$ cat config.mk
export PLATFORM = sky130hd
export DESIGN_NAME = med_front
export DESIGN_NICKNAME = d
export VERILOG_FILES = /design/src/rtl/med_pkg.sv /design/src/rtl/med_front.sv
export SDC_FILE = /design/constraint.sdc
export NUM_CORES = 1
export LEC_CHECK = 0
export BUFFER_PORTS_ARGS = -buffer_cell sky130_fd_sc_hd__buf_2
export CORE_MARGIN = 2
export CORE_UTILIZATION = 26
export DETAILED_ROUTE_END_ITERATION = 7
export PLACE_DENSITY = 0.87
export SYNTH_ARGS = -nofsm -noshare
export SYNTH_HDL_FRONTEND = slang
export SYNTH_SLANG_ARGS = --single-unit
$ cat constraint.sdc
create_clock -name vclk -period 1.41
set_input_delay 0.0705 -clock vclk [all_inputs]
set_output_delay 0.0705 -clock vclk [all_outputs]
set_load 0.005 [all_outputs]
$ cat src/rtl/med_pkg.sv
// Shared types, event codes and constants of the multitouch event decoder.
`timescale 1ns / 1ps
`default_nettype none

package med_pkg;

	localparam int SLOT_COUNT      = 2;
	localparam int SCALE_FRAC_BITS = 16;

	localparam int SLOT_W      = $clog2(SLOT_COUNT + 1);
	localparam int CNT_W       = (SLOT_W < 2) ? 2 : SLOT_W;
	localparam int SECOND_SLOT = (SLOT_COUNT > 1) ? 1 : 0;
	localparam bit HAS_SECOND  = (SLOT_COUNT > 1);

	localparam logic [SLOT_W-1:0] NO_SLOT = SLOT_W'(SLOT_COUNT);

	localparam int PP_LO_W = SCALE_FRAC_BITS + 32;
	localparam int Q_W     = 64 - SCALE_FRAC_BITS;

	localparam int FIFO_DEPTH = 4;
	localparam int FIFO_PTR_W = $clog2(FIFO_DEPTH);
	localparam int FIFO_CNT_W = $clog2(FIFO_DEPTH + 1);

	localparam int IN_USER_W = 32;
	localparam int IN_DATA_W = 32;
	localparam int OUT_DATA_W = 136;

	localparam logic [31:0] EMPTY_ID = 32'hFFFF_FFFF;

	localparam logic [15:0] EV_SYN             = 16'd0;
	localparam logic [15:0] EV_MSC             = 16'd4;
	localparam logic [15:0] SYN_REPORT         = 16'd0;
	localparam logic [15:0] SYN_MT_REPORT      = 16'd2;
	localparam logic [15:0] MSC_RAW            = 16'd3;
	localparam logic [15:0] MSC_SKIP           = 16'd4;
	localparam logic [15:0] CODE_SLOT_SELECT   = 16'd47;
	localparam logic [15:0] ABS_MT_POSITION_X  = 16'd53;
	localparam logic [15:0] ABS_MT_POSITION_Y  = 16'd54;
	localparam logic [15:0] CODE_TRACK_ID      = 16'd57;

	localparam logic [2:0] CFG_RAW_MIN_X     = 3'd0;
	localparam logic [2:0] CFG_RAW_MIN_Y     = 3'd1;
	localparam logic [2:0] CFG_SCALE_X       = 3'd2;
	localparam logic [2:0] CFG_SCALE_Y       = 3'd3;
	localparam logic [2:0] CFG_AXIS_FLAGS    = 3'd4;
	localparam logic [2:0] CFG_SCREEN_WIDTH  = 3'd5;
	localparam logic [2:0] CFG_SCREEN_HEIGHT = 3'd6;

	typedef enum logic [2:0] {
		OP_REPORT,
		OP_CONTACT,
		OP_SLOT,
		OP_ID,
		OP_X,
		OP_Y
	} op_t;

	typedef struct packed {
		op_t         op;
		logic [31:0] value;
	} cmd_t;

	typedef struct packed {
		logic [31:0] raw_min_x;
		logic [31:0] raw_min_y;
		logic [31:0] scale_x;
		logic [31:0] scale_y;
		logic [2:0]  axis_flags;
		logic [15:0] screen_width;
		logic [15:0] screen_height;
	} cfg_t;

	typedef struct packed {
		logic [1:0]  fingers;
		logic        pres0;
		logic [31:0] id0;
		logic        pres1;
		logic [31:0] id1;
	} frame_side_t;

endpackage

`default_nettype wire

$ cat src/rtl/med_front.sv
// Front end: accepts input events and classifies them into decoder commands.
`timescale 1ns / 1ps
`default_nettype none

module med_front
	import med_pkg::*;
(
	input  wire logic                 s_tvalid,
	output logic                      s_tready,
	input  wire logic [IN_USER_W-1:0] s_tuser,
	input  wire logic [IN_DATA_W-1:0] s_tdata,
	input  wire logic                 fifo_full,
	output logic                      push,
	output cmd_t                      push_cmd
);

	logic [15:0] ev_type;
	logic [15:0] ev_code;
	logic [31:0] ev_value;
	logic        keep;
	logic        slot_ok;

	assign ev_type  = s_tuser[15:0];
	assign ev_code  = s_tuser[31:16];
	assign ev_value = s_tdata[31:0];
	assign s_tready = !fifo_full;
	assign push     = s_tvalid && s_tready && keep;
	assign slot_ok  = !ev_value[31] && (ev_value < 32'(SLOT_COUNT));

	always_comb begin
		keep           = 1'b0;
		push_cmd.op    = OP_REPORT;
		push_cmd.value = ev_value;
		if (ev_type == EV_SYN) begin
			case (ev_code)
				SYN_REPORT: begin
					keep        = 1'b1;
					push_cmd.op = OP_REPORT;
				end
				SYN_MT_REPORT: begin
					keep        = 1'b1;
					push_cmd.op = OP_CONTACT;
				end
				default: keep = 1'b0;
			endcase
		end else if (!(ev_type == EV_MSC && (ev_code inside {MSC_RAW, MSC_SKIP}))) begin
			case (ev_code)
				CODE_SLOT_SELECT: begin
					keep           = 1'b1;
					push_cmd.op    = OP_SLOT;
					push_cmd.value = {{(32 - SLOT_W){1'b0}},
						(slot_ok ? ev_value[SLOT_W-1:0] : NO_SLOT)};
				end
				CODE_TRACK_ID: begin
					keep        = 1'b1;
					push_cmd.op = OP_ID;
				end
				ABS_MT_POSITION_X: begin
					keep        = 1'b1;
					push_cmd.op = OP_X;
				end
				ABS_MT_POSITION_Y: begin
					keep        = 1'b1;
					push_cmd.op = OP_Y;
				end
				default: keep = 1'b0;
			endcase
		end
	end

endmodule

`default_nettype wire

## After elaboration in Yosys (flattened, before gate mapping)

Index checks and enable logic that the tools add are counted.

- Add/sub/neg operators: 0
- $mul: 0
- Div/mod/pow operators: 0
- $lt $le $gt $ge: 1
- Equality and inequality tests: 8
- Shift operators: 0
- Muxes and demuxes: 11
- Bitwise operators: 0
- Reduce and logical (&&, ||, !) cells: 11

Operators with widths:

| operator | number |
|---|---|
| equality test 16 x 6 -> 1 bit, second input constant | 4 |
| two-way mux 32 bit | 2 |
| two-way mux 35 bit | 1 |
| equality test 16 x 2 -> 1 bit, second input constant | 2 |
| equality test 16 x 3 -> 1 bit, second input constant | 2 |
| zero test 16 bit | 2 |
| less-than comparator 32 x 2 -> 1 bit, second input constant | 1 |
| one-hot mux 3 bit (4 select lines) | 1 |
| two-way mux 1 bit | 5 |
| logical AND 1 bit | 4 |
| OR reduction 4 bit | 1 |
| two-way mux 3 bit | 1 |
| zero test 1 bit | 2 |
| two-way mux 2 bit | 1 |
| nonzero test 2 bit | 1 |
| OR reduction 2 bit | 1 |

- Register bits: 0
- Latch bits: 0
- Bits in writable memories: 0
- ROM bits: 0
- Input bits: 66
- Word-level logic and storage cells: 31
- Memories kept: 0

## Longest topological paths before layout

- Depth in word-level cells: 6
- Depth in mapped cells: 6

## Least setup slack after synthesis

OpenSTA, ideal clock, no wires.

- Kind: input-to-output
- From: in s_tuser[29]
- To: out push_cmd[10] (netlist bit)
- Arrival time: 1,490 ps
- Path slack: -150 ps
- Cell stages on the path: 5
- Buffers on the path: 1
- Cells stage by stage: or4_4 -> nor4_4 -> o2111ai_1 -> clkbuf_1 -> and2_2

RTL lines:

| item | line | RTL |
|---|---|---|
| start: declaration | med_front.sv:10 | `input wire logic [IN_USER_W-1:0] s_tuser,` |
| end: declaration | med_front.sv:14 | `output cmd_t push_cmd` |

==> impl_metrics.yaml <==
outcome:
  status: "finished, violations left"
  violations: "setup timing"
sta:
  min_period_over_period: 1.34
  finalCriticalPeriod_ps: 1890
  worst_pin_slew_ps: 433
  fmaxAchievable_ghz: 0.529
  setup_viol: 36
  max_slew_margin: 0.709
  finalHoldViolations: 0
  final_max_slew_viol_count: 0
  setup_slack_ps: -479
  rsz0062_at_grt: "yes"
worst_setup_path:
  crit_chain: "buf_6, or4_4, nor4_4, buf_4, o2111ai_4, buf_6, and2_4, buf_6"
  crit_path_end_kind: "primary output"
  critPathKind: "input port to primary output"
  arrival_ps: 1820
  cp-start-kind: "input port"
  slowest_delay_ps: 540
  path_common_cell: "buf_6"
  crit_slowest_cell: "or4_4"
  path_max_fanout: 12
  worstPathRequired_ps: 1340
final_layout:
  seq_cell_count: 0
  drive_above_1_share: 0.756
  insertedDiodeCount: 0
  n_clock_buffer: 0
  final_nets: 269
  area_growth_pct: 146
  regArea_um2: 0
synthesis:
  syn_area_um2: 612
  ys_top_cells_by_area: "and2_2 37%, nor4_1 11%, nand4_1 6.1%, nor3_1 4.1%, clkbuf_1 3.7%"
  synth_cells: 93
  yosysWarnings: 0
  ys_types: 26
  syn-num-nets: 159
  syn_area_per_cell_um2: 6.58
  yosysTopAreaCell: "and2_2"
  yosysSeqAreaShare: 0
  synth_top_cell_area_share: 0.368
route:
  wl_met3_um: 242
  drcViolationCount: 0
  wl_met2_mm: 1.71
  wl_per_cell_um: 12.8
  drt-met1-wl_um: 963
  routed_wl_mm: 2.92
  dr.pass1.iters: 5
  ant_nets: 0
  vias: 1153
  routed_via_density: 5.03
  dr.first_iter.drc_count: 9
  top_layer: "met3"
floorplanning:
  rows: 17
  ios: 103
  start_util: 0.277
  coreArea_mm2: 0.00221
  die_h_um: 52.5
  dieArea_mm2: 0.00276
  die_x_um: 52.5
global_routing:
  grt_start_max_net_pins: 13
  track_usage: 0.189
  grt_pass1_vias: 1016
  grt_first_pass_wirelength_mm: 4.08
  grt_overflow_total: 0
  antenna_found_initial: 0
hold_path:
  min_path_cells: 3
  hold_path_class: "input port to primary output"
job:
  maxCapViolCount: 0
power_and_ir_drop:
  power_frac_clock: 0
  sw_frac_of_total: 0.347
  comb_power_share: 1.000
  p_switching_uw: 121
  p_leak_uw: 0.000758
  p_per_area_mw_per_mm2: 231
  seqPwrFrac: 0
  ir_worst_vdd_uv: 136
  report.power.total_uw: 347
  power.internal_uw: 227
place:
  dp_hpwl_mm: 2.19
  port_buffers: 103
  place_congestion: 0.731
  place_ws_ps: -494
-- power groups by stage --
stage                     logic [uW]  clock network, uW  registers, uW
after floorplan                 88.5                  0              0
after global placement           245                  0              0
after detailed placement         249                  0              0
after CTS                        342                  0              0
after global routing             374                  0              0
final                            347                  0              0
-- cells in the final DEF, fill, tap and decap left out --
cell	n
and4b_1	1
inv_1	2
buf_2	72
nor3_2	1
nor4_4	1
buf_4	8
o31ai_2	1
o2111ai_4	1
o32ai_1	1
nand3b_1	1
or2_2	1
nand2_1	5
a21oi_1	1
nor4_1	11
nand2b_1	3
nand4b_1	1
or4_4	1
or4_1	1
a221oi_2	1
a31oi_1	2
o22ai_1	1
nand4_1	6
buf_6	34
xor2_1	1
xnor2_1	1
nor3_1	4
a21oi_4	1
and2_4	30
nor2_1	6
nor2b_1	1
-- through the flow --
stage                     hold slack [ps]  cells  TNS (ps)   util  cell area, um2
after CTS                             369    228    -13980  0.663            1470
final                                 371    229    -16420  0.680            1500
after global routing                  386    229    -18980  0.680            1500
after floorplan                       175     93     -4670      -             616
after global placement                365    227    -15150  0.548            1210
after detailed placement              369    227    -16650  0.548            1210
-- synth_stat cells --
library cell	n
o32ai_1	1
or4_1	1
and4b_1	1
clkbuf_1	6
a221oi_2	1
nor4_4	1
xor2_1	1
nor2_1	6
a21oi_1	2
nand4b_1	1
a31oi_1	2
nand3b_1	1
xnor2_1	1
o22ai_1	1
o2111ai_1	1
and2_2	30
nand2_1	5
nor3_1	5
nor2b_1	1
or2_2	1
inv_1	2
o31ai_1	1
nand4_1	6
or4_4	1
nor4_1	11
nand2b_1	3
-- critical path, delay by kind of cell --
| kind | cells | cell delay [ps] |
|---|---|---|
| simple gates | 3 | 1010 |
| compound gates | 1 | 160 |
| buf+inv | 4 | 580 |
-- final timing paths --
kind	start	end	slack, ps
hold / removal	fifo_full	s_tready	370
setup / recovery	s_tuser[29]	push_cmd[2]	-480
-- repair_timing --
item | 4_1_cts | 5_1_grt
pin swaps | 10 | 1
resized for setup | 65 | 4
hold buffers | 0 | 0
endpoints found under the setup margin | 36 | 36
buffers inserted | 1 | 1
-- kinds of logic (layout without fill, tap and decap cells) --
logic type | count (synthesis) | in the layout | synth area share
and+or+nand+nor | 74 | 74 | 0.810
AOI/OAI and AO/OA | 9 | 9 | 0.112
buffers and inverters | 8 | 116 | 0.0491
xor gates and xnor gates | 2 | 2 | 0.0286
-- cell type report --
type               instances  area, um2
well taps                 28       35.0
fillers                  220        708
multi-input cells         85        658
repair buffers           114        803
inverters                  2       7.51
-- per-layer routing --
metal	vias to the layer above	track usage
li1	561	-
met1	533	0.194
met2	59	0.421
met3	0	0.0114
met4	0	0
met5	-	0
No activity file was read; power rests on OpenSTA's default activity.
