`src/rtl/med_pkg.sv`:
```
// Shared types, event codes and constants of the multitouch event decoder.
`timescale 1ns / 1ps
`default_nettype none

package med_pkg;

	localparam int SLOT_COUNT      = 2;
	localparam int SCALE_FRAC_BITS = 16;

	localparam int SLOT_W      = $clog2(SLOT_COUNT + 1);
	localparam int CNT_W       = (SLOT_W < 2) ? 2 : SLOT_W;
	localparam int SECOND_SLOT = (SLOT_COUNT > 1) ? 1 : 0;
	localparam bit HAS_SECOND  = (SLOT_COUNT > 1);

	localparam logic [SLOT_W-1:0] NO_SLOT = SLOT_W'(SLOT_COUNT);

	localparam int PP_LO_W = SCALE_FRAC_BITS + 32;
	localparam int Q_W     = 64 - SCALE_FRAC_BITS;

	localparam int FIFO_DEPTH = 4;
	localparam int FIFO_PTR_W = $clog2(FIFO_DEPTH);
	localparam int FIFO_CNT_W = $clog2(FIFO_DEPTH + 1);

	localparam int IN_USER_W = 32;
	localparam int IN_DATA_W = 32;
	localparam int OUT_DATA_W = 136;

	localparam logic [31:0] EMPTY_ID = 32'hFFFF_FFFF;

	localparam logic [15:0] EV_SYN             = 16'd0;
	localparam logic [15:0] EV_MSC             = 16'd4;
	localparam logic [15:0] SYN_REPORT         = 16'd0;
	localparam logic [15:0] SYN_MT_REPORT      = 16'd2;
	localparam logic [15:0] MSC_RAW            = 16'd3;
	localparam logic [15:0] MSC_SKIP           = 16'd4;
	localparam logic [15:0] CODE_SLOT_SELECT   = 16'd47;
	localparam logic [15:0] ABS_MT_POSITION_X  = 16'd53;
	localparam logic [15:0] ABS_MT_POSITION_Y  = 16'd54;
	localparam logic [15:0] CODE_TRACK_ID      = 16'd57;

	localparam logic [2:0] CFG_RAW_MIN_X     = 3'd0;
	localparam logic [2:0] CFG_RAW_MIN_Y     = 3'd1;
	localparam logic [2:0] CFG_SCALE_X       = 3'd2;
	localparam logic [2:0] CFG_SCALE_Y       = 3'd3;
	localparam logic [2:0] CFG_AXIS_FLAGS    = 3'd4;
	localparam logic [2:0] CFG_SCREEN_WIDTH  = 3'd5;
	localparam logic [2:0] CFG_SCREEN_HEIGHT = 3'd6;

	typedef enum logic [2:0] {
		OP_REPORT,
		OP_CONTACT,
		OP_SLOT,
		OP_ID,
		OP_X,
		OP_Y
	} op_t;

	typedef struct packed {
		op_t         op;
		logic [31:0] value;
	} cmd_t;

	typedef struct packed {
		logic [31:0] raw_min_x;
		logic [31:0] raw_min_y;
		logic [31:0] scale_x;
		logic [31:0] scale_y;
		logic [2:0]  axis_flags;
		logic [15:0] screen_width;
		logic [15:0] screen_height;
	} cfg_t;

	typedef struct packed {
		logic [1:0]  fingers;
		logic        pres0;
		logic [31:0] id0;
		logic        pres1;
		logic [31:0] id1;
	} frame_side_t;

endpackage

`default_nettype wire

```
`src/rtl/med_fifo.sv`:
```
// Short command queue between the front end and the back end.
`timescale 1ns / 1ps
`default_nettype none

module med_fifo
	import med_pkg::*;
(
	input  wire logic clk,
	input  wire logic arst_n,
	input  wire logic push,
	input  cmd_t      push_cmd,
	output logic      full,
	input  wire logic pop,
	output cmd_t      pop_cmd,
	output logic      not_empty
);

	cmd_t                  entry_q [FIFO_DEPTH];
	logic [FIFO_PTR_W-1:0] wr_ptr_q;
	logic [FIFO_PTR_W-1:0] rd_ptr_q;
	logic [FIFO_CNT_W-1:0] count_q;

	assign full      = (count_q == FIFO_CNT_W'(FIFO_DEPTH));
	assign not_empty = (count_q != '0);
	assign pop_cmd   = entry_q[rd_ptr_q];

	always_ff @(posedge clk) begin
		if (push) begin
			entry_q[wr_ptr_q] <= push_cmd;
		end
	end

	always_ff @(posedge clk or negedge arst_n) begin
		if (!arst_n) begin
			wr_ptr_q <= '0;
			rd_ptr_q <= '0;
			count_q  <= '0;
		end else begin
			if (push) begin
				wr_ptr_q <= wr_ptr_q + FIFO_PTR_W'(1);
			end
			if (pop) begin
				rd_ptr_q <= rd_ptr_q + FIFO_PTR_W'(1);
			end
			if (push && !pop) begin
				count_q <= count_q + FIFO_CNT_W'(1);
			end else if (pop && !push) begin
				count_q <= count_q - FIFO_CNT_W'(1);
			end
		end
	end

endmodule

`default_nettype wire

```
`config.mk`:
```
export PLATFORM = sky130hd
export DESIGN_NAME = med_fifo
export DESIGN_NICKNAME = d
export VERILOG_FILES = /design/src/rtl/med_pkg.sv /design/src/rtl/med_fifo.sv
export SDC_FILE = /design/constraint.sdc
export NUM_CORES = 1
export LEC_CHECK = 0
export ABC_AREA = 1
export BUFFER_PORTS_ARGS = -buffer_cell sky130_fd_sc_hd__buf_2
export CAP_MARGIN = 20
export CORE_ASPECT_RATIO = 1.75
export CORE_MARGIN = 1.5
export CORE_UTILIZATION = 50
export DETAILED_ROUTE_END_ITERATION = 12
export GPL_ROUTABILITY_DRIVEN = 1
export PLACE_DENSITY = 0.78
export SLEW_MARGIN = 0
export SYNTH_ARGS = -nofsm -noshare
export SYNTH_HDL_FRONTEND = slang
export SYNTH_SLANG_ARGS = --single-unit
```
`constraint.sdc`:
```
create_clock -name clk -period 2.3 [get_ports clk]
set_input_delay 0.46 -clock clk [delete_from_list [all_inputs] [get_ports clk]]
set_output_delay 0.46 -clock clk [all_outputs]
set_load 0.005 [all_outputs]
```
# [Word level (Yosys, flattened, before mapping)]
# Memory sizes are Yosys's and may differ from the RTL's.
# Cells that the tools add are included.
[word_totals] rom_bits=0 ram_bits=140 latch_bits=0 n_memories=1 output_inout_bits=37 reg_bits=7 inputBits=39
[op_classes] n_mul=0 n_div=0 bitwise=0 order_cmp=0 reduce_logical=6 add_sub_neg=4 muxes=4 n_shift=0 eq_ne=1
[mem_list] memory="entry_q" words=4 word_bits=35 read_ports=1 rd_clocked_by_memory_dff=0 write_ports=1 line="med_fifo.sv:18" source="cmd_t entry_q [FIFO_DEPTH];"
[ops] operator="3-bit 2-to-1 mux" count=2
[ops] operator="2-bit by 1-bit adder with 2-bit output, second input constant" count=2
[ops] operator="3-bit by 1-bit adder with 3-bit output, second input constant" count=1
[ops] operator="3-bit == test, second input constant" count=1
[ops] operator="3-bit nonzero test" count=1
[ops] operator="3-bit by 1-bit subtractor with 3-bit output, second input constant" count=1
[ops] operator="1-bit logical AND" count=2
[ops] operator="1-bit logical NOT" count=2
[ops] operator="1-bit 2-to-1 mux" count=2
[ops] operator="2-bit nonzero test" count=1

# [Depth between registers and ports, before layout]
# Gate-level depths: netlist (run 1).
[logic_depth] word_depth=4 mapped_depth=9 ltp_nobuf=9

# [Worst setup path after synthesis (run 1)]
# Ideal clock, no wire load.
[synth_timing] path_type="input port to flip-flop" start="input port push" end="memory entry_q[0][0] (netlist name) (enable)" arrival_ns=1.441 stages=3 required_ns=1.910 setup_time_ns=0.390 path_slack_ns=0.470 cell_sequence="clkbuf_1 > nand2_1 > inv_1"
[synth_via] elab_chain_len=2
[synth_lines] item="start, declared" line="med_fifo.sv:10" source="input wire logic push,"
[synth_lines] item="1-bit 2-to-1 mux" line="med_fifo.sv:28" source="if (push) begin"
[synth_lines] item="1-bit 2-to-1 mux (not written as such)" line="med_fifo.sv:29" source="entry_q[wr_ptr_q] <= push_cmd;"
[synth_lines] item="end, declared" line="med_fifo.sv:18"
# Every way passes these cells.

==> metrics.txt, run 1 <==
final WL=roughly 11000 µm; largest net degree at the start of global routing=47; Max IR drop VDD=~700 µV; TritonCTS clock tree=built; Final Util=0.6142; Ys Warns=0; outcome=finished clean; Peak Freq=0.4553 GHz; Max FO, Critical Path=36; Sw Ratio=0.3129; Post-DP HPWL=6902 µm; Internal Power=around 6.4 mW; Fillers=between 800 and 900; Post-Layout Cell Count=a little under 700; clk root buf=clkbuf_16; CP max stage cell=dfrtp_4; pwr dens=roughly 1300 nW/µm²; worst min-delay path startpoint=push_cmd[16]; global-route wire length before repair=17960 µm; vias in the first global route=~3800; number of iterations in the first detailed-routing pass=4; core region area=roughly 12000 µm²; clock slew at reported path FFs=roughly 60 ps; I/O pins=76; Critical R2R Capture=entry_q[2][10]; Routed wire per std cell=about 16 µm; async set-reset flop share out of synthesis=0.04762; Hold Vio Cnt, Final=0; total track usage=0.1925; Crit path max-delay family=flip-flops; count of cell types in the netlist=20; total power=9.366 mW; sequential area share after synthesis=0.7298; die area=12690 µm²; ANT nets after route=0; Finished Cell Area=7153 µm²; clk sinks=147; final hold slack=254.7 ps; RSZ-0062 raised after global routing=no; Synth Net Count=502; Crit path depth=5; Initial Util=0.5153; post-route setup TNS=0 ps; row cnt=52; commonest non-fill, non-tap cells in the layout=140 x edfxtp_1, 119 x nand2_1, 77 x inv_1; DR vias=roughly 3700; Slew Limit Headroom=0.8247; most common cell after layout, fill and taps aside=edfxtp_1; layout cells sized above 1=0.2192; Req. time, crit path=around 1800 ps; skew final=between 7 and 8 ps; sequential power share=0.398; nets=between 500 and 600; worst setup margin=approximately 100 ps; Max-cap violations=0; hold worst-path end=entry_q[0][16]; Remaining DRCs=0; cells on worst reg2reg path=5; Final Setup Violations=0; DRT iter0 DRCs=around 210; Final period util=0.9548; H-tree lvl count=4; worst-path cell chain=buf_6 > nand2_1 > o211ai_1 > nand2_1 > buf_2; Die Ht=147.9 µm; LEAKAGE=just under 3 nW; pre-CTS setup slack=425.7 ps; crit path capture type=primary output; buffers plus inverters on the worst setup path=2; clock share of power=0.298; combinational power share=0.305; Reg-to-Reg Start=wr_ptr_q[0]; synthesized area=around 6000 µm²; routed vias/inst=~5.3; R2R Setup Slk=around 910 ps; total grt overflow=0; max incr delay on CP=530 ps; EDFF count, synth=between 100 and 150; worst-skew pair later-pin latency=roughly 400 ps; Worst Tran Pin Value=263.0 ps; Die Span X=~86 µm; Port Buffer Count=75; Worst Path Arrival=about 1700 ps; NetSw=2.930 mW; Final Max Tran Viols=0; average size of a mapped cell=13.13 µm²; flops & latches, synth=approximately 150; RePlAce Congestion=approximately 0.77; Tmin final=about 2200 ps; Area Overhead vs Synth=19.20%; startpoint types=flop; cts bufs inserted=17; Synth Flop Type=edfxtp_1; Clock Tree Buf Depth=2; placed cells=~650; Hold Crit Depth=1; dpl cell area=6518 µm²; cell mode on critical path=nand2_1; initial antenna violation count=1; Worst Path Class, Setup=flop to primary output; Cells after Synth=between 400 and 500; HP Class=input pin to flop
## worst max-delay path by stage
stage                startpoint             to  slack, ps
detailed placement  rd_ptr_q[0]    pop_cmd[23]        430
global placement    rd_ptr_q[0]    pop_cmd[23]        520
floorplan                  push  entry_q[0][0]        470
finish              rd_ptr_q[0]    pop_cmd[23]        100
CTS                 rd_ptr_q[0]    pop_cmd[23]         20
global route        rd_ptr_q[0]    pop_cmd[23]         30
## cell type report
| type | count | area [µm²] | share of cell area |
|---|---|---|---|
| Timing Repair Buffer | 88 | 554.3 | 0.07749 |
| Antenna cell | 1 | 2.502 | 0.0003498 |
| Multi-Input combinational cell | 204 | 1125 | 0.1573 |
| Sequential cell | 147 | 4383 | 0.6127 |
| Inverter | 82 | 307.8 | 0.04303 |
| Tap cell | 135 | 168.9 | 0.02361 |
| Clock buffer | 17 | 425.4 | 0.05947 |
| Clock inverter | 14 | 186.4 | 0.02606 |
## cells in the mapped netlist, types with 2 or more instances
library cell / n / area (µm²)
nand2_1: 119 / 446.7
edfxtp_1: 140 / 4204
ha_1: 5 / 62.56
xor2_1: 3 / 26.28
buf_6: 10 / 112.6
dfrtp_1: 7 / 175.2
buf_4: 3 / 22.52
o211ai_2: 2 / 25.02
buf_2: 10 / 50.05
o211ai_1: 68 / 510.5
inv_1: 81 / 304.0
## repair_timing
action / CTS / global route
pin swaps: 0 / 0
setup endpoints to repair: 1 / 1
resized for setup: 1 / 0
hold buffers: 1 / 0
buffers inserted: 0 / 1
endpoints found under the hold margin: 7 / 0
## sequential cells by signal, summed over array words and instances (netlist names)
signal and count:
rd_ptr_q 2, wr_ptr_q 2, count_q 3, entry_q 140
## power groups by stage
stage / Clock [mW] / Sequential [mW] / Combinational, mW
3_3_place_gp: 0 / 3.76 / 2.70
4_1_cts: 2.82 / 3.75 / 2.86
6_report: 2.79 / 3.72 / 2.85
2_1_floorplan: 0 / 3.69 / 1.91
5_1_grt: 2.94 / 3.77 / 3.18
3_5_place_dp: 0 / 3.80 / 2.81
## cells by family after synthesis
| logic type | Yosys count | share of synthesized area |
|---|---|---|
| adder cells (fa/ha/maj) | 6 | 0.01376 |
| flip-flops | 147 | 0.7298 |
| XOR/XNOR | 4 | 0.005839 |
| AND/OR/NAND/NOR | 123 | 0.07777 |
| buffers and inverters | 106 | 0.08278 |
| AO/OA/AOI/OAI | 71 | 0.09007 |
## routing by layer
metal	vias to the layer above	routed length (µm)	global-route usage
li1	1739	-	-
met1	1804	4079	0.1933
met2	103	6469	0.3539
met3	22	512	0.05751
met4	0	280	0.09274
met5	-	0	0
(Power assumes the default switching activity.)
==> inputs of run 2 (changes only) <==
ABC_AREA = default   (was 1)
PLACE_DENSITY = 0.79   (was 0.78)
==> metrics.txt, run 2 <==
outcome=finished clean; Final period util=0.9675 (+0.01263); clock slew at reported path FFs=60 ps (about the same); largest net degree at the start of global routing=22 (-53%); placed cells=426 (-35%); Post-synth top cells=140 x edfxtp_1, 28 x mux4_2, 7 x dfrtp_1, 7 x mux4_1, 5 x ha_1; Die Ht=141.8 µm (-4.2%); synthesized area=5502 µm² (-8.3%); Final Max Tran Viols=0 (unchanged); cells on worst reg2reg path=4 (-1); Die Span X=82.30 µm (-4.1%); total grt overflow=0 (unchanged); LEAKAGE=2.403 nW (-18%); Clock Tree Buf Depth=2 (unchanged); post-route setup TNS=0 ps (unchanged); synth top area cells=edfxtp_1 76%, mux4_2 11%, mux4_1 3.3%; total power=8.595 mW (-8.2%); average size of a mapped cell=25.35 µm² (+93%); Post-DP HPWL=6054 µm (-12%); CP max stage cell=mux4_1; count of cell types in the netlist=19 (-5.0%); final hold slack=263.8 ps (+9.042 ps); Hold Crit Depth=1 (unchanged); Worst Path Arrival=1770 ps (+30 ps); flops & latches, synth=147 (unchanged); initial antenna violation count=2 (+1); sequential area share after synthesis=0.7960 (+0.06622); Routed wire per std cell=20.19 µm (+22%); Max-cap violations=0 (unchanged); most common cell in the netlist=edfxtp_1; pwr dens=1280 nW/µm² (-2.2%); Final Setup Violations=0 (unchanged); Initial Util=0.5143 (-0.0009867); async set-reset flop share out of synthesis=0.04762 (unchanged); nets=363 (-38%); final WL=9367 µm (-17%); worst-skew pair later-pin latency=410 ps (about the same); Port Buffer Count=75 (unchanged); register bank with the most flops=entry_q; worst-path cell chain=buf_12 > mux4_1 > buf_2; HP Class=input pin to flop; area fraction of the dominant cell type after synthesis=0.7642 (+0.06357); vias in the first global route=2709 (-28%); Worst Path Class, Setup=flop to primary output; pre-CTS setup slack=360.6 ps (-65.06 ps); TritonCTS clock tree=built; Slew Limit Headroom=0.6720 (-0.1527); Area Overhead vs Synth=22.06%; max incr delay on CP=570 ps (+40 ps); Max IR drop VDD=891.1 µV (+27%); startpoint types=flop; max reg flops=140 (unchanged); worst setup margin=74.81 ps (-29.05 ps); DRT iter0 DRCs=138 (-35%); RSZ-0062 raised after global routing=no; most common cell after layout, fill and taps aside=edfxtp_1; Max FO, Critical Path=18 (-50%); Cells after Synth=217 (-53%); Hold Vio Cnt, Final=0 (unchanged); die area=11670 µm² (-8.1%); layout cells sized above 1=0.4502 (+0.2309); DR vias=2550 (-30%); total track usage=0.1754 (-0.01712); skew final=6.572 ps (-0.6084 ps); clk root buf=clkbuf_16; number of iterations in the first detailed-routing pass=4 (unchanged); Synth Flop Type=edfxtp_1; commonest non-fill, non-tap cells in the layout=140 x edfxtp_1, 75 x buf_2, 28 x mux4_2; H-tree lvl count=4 (unchanged); Post-Layout Cell Count=464 (-33%); Worst Tran Pin Value=492.0 ps (+229.0 ps); routed vias/inst=5.496 (+3.1%); cell accounting for the most synthesized area=edfxtp_1; core region area=10700 µm² (-8.1%); clk sinks=147 (unchanged); Ys Warns=0 (unchanged); global-route wire length before repair=13960 µm (-22%); row cnt=50 (-3.8%); Remaining DRCs=0 (unchanged); cts bufs inserted=17 (unchanged); I/O pins=76 (unchanged); ANT nets after route=0 (unchanged); RePlAce Congestion=0.7043 (-9.0%); Req. time, crit path=1840 ps (about the same); Tmin final=2225 ps (+29.05 ps); largest registers=entry_q (140), count_q (3); Peak Freq=0.4494 GHz (-1.3%); crit path capture type=primary output; Synth Net Count=262 (-48%); EDFF count, synth=140 (unchanged)
run 2: repair_timing:
item / in CTS / in global routing
endpoints found under the hold margin: 7 / 0
hold buffers: 1 / 0
endpoints found under the setup margin: 26 / 0
gates resized for setup: 0 / 0
buffers inserted: 2 / 0
run 2: worst max-delay path, delay by kind of cell, from the launching register on:
| kind | cells | cell delay (ps) |
|---|---|---|
| flip-flops | 1 | 430 |
| buffers and inverters | 2 | 350 |
| multiplexers | 1 | 570 |
run 2: path summary, 6_finish.rpt:
check | startpoint | endpoint | slack, ps
worst max-delay path | rd_ptr_q[0] | pop_cmd[33] | 70
worst min-delay path | push_cmd[15] | entry_q[2][15] | 260
worst max register to register | wr_ptr_q[0] | entry_q[2][9] | 660
worst min register to register | count_q[2] | count_q[2] | 510
max in group asynchronous | arst_n | rd_ptr_q[1] | 1720
min in group asynchronous | arst_n | count_q[2] | 410
run 2: cell type report:
| class | instances | area, µm² |
|---|---|---|
| tap | 130 | 162.7 |
| multi-input combinational | 58 | 1021 |
| inverter | 4 | 15.01 |
| sequential | 147 | 4382 |
| clock buffer | 19 | 432.9 |
| clock inverter | 13 | 141.4 |
| timing repair buffer | 90 | 553.0 |
| fill | 712 | 3983 |
| antenna | 3 | 7.507 |
run 2: cell families (layout without fill, tap and decap cells):
kind of cell,count (synthesis),in the layout,share of synthesized area
flip-flops,147,147,0.7960
XOR/XNOR,6,6,0.009552
AND/OR/NAND/NOR,9,9,0.009097
buffers and inverters,12,126,0.01933
multiplexers,36,36,0.1501
adder cells (fa/ha/maj),6,6,0.01501
other,0,3,0
AO/OA/AOI/OAI,1,1,0.0009088
run 2: metal layers:
metal / vias to the layer above / wire length, µm / track usage
met5: - / 0 / 0
met4: 0 / 327 / 0.09991
met3: 18 / 450 / 0.05852
met2: 77 / 5145 / 0.2871
met1: 1327 / 3444 / 0.1951
li1: 1128 / - / -
run 2: power by group:
group	switching [mW]	internal (mW)	leakage, nW
Clock	0.964	1.68	0.282
Sequential	0.166	3.52	1.37
Combinational	1.07	1.20	0.755
run 2: stage by stage:
stage / cell area [µm²] / utilization
floorplan: 5502 / -
detailed placement: 6108 / 0.5710
CTS: 6708 / 0.6270
finish: 6715 / 0.6277
global route: 6713 / 0.6275
global placement: 6108 / 0.5710
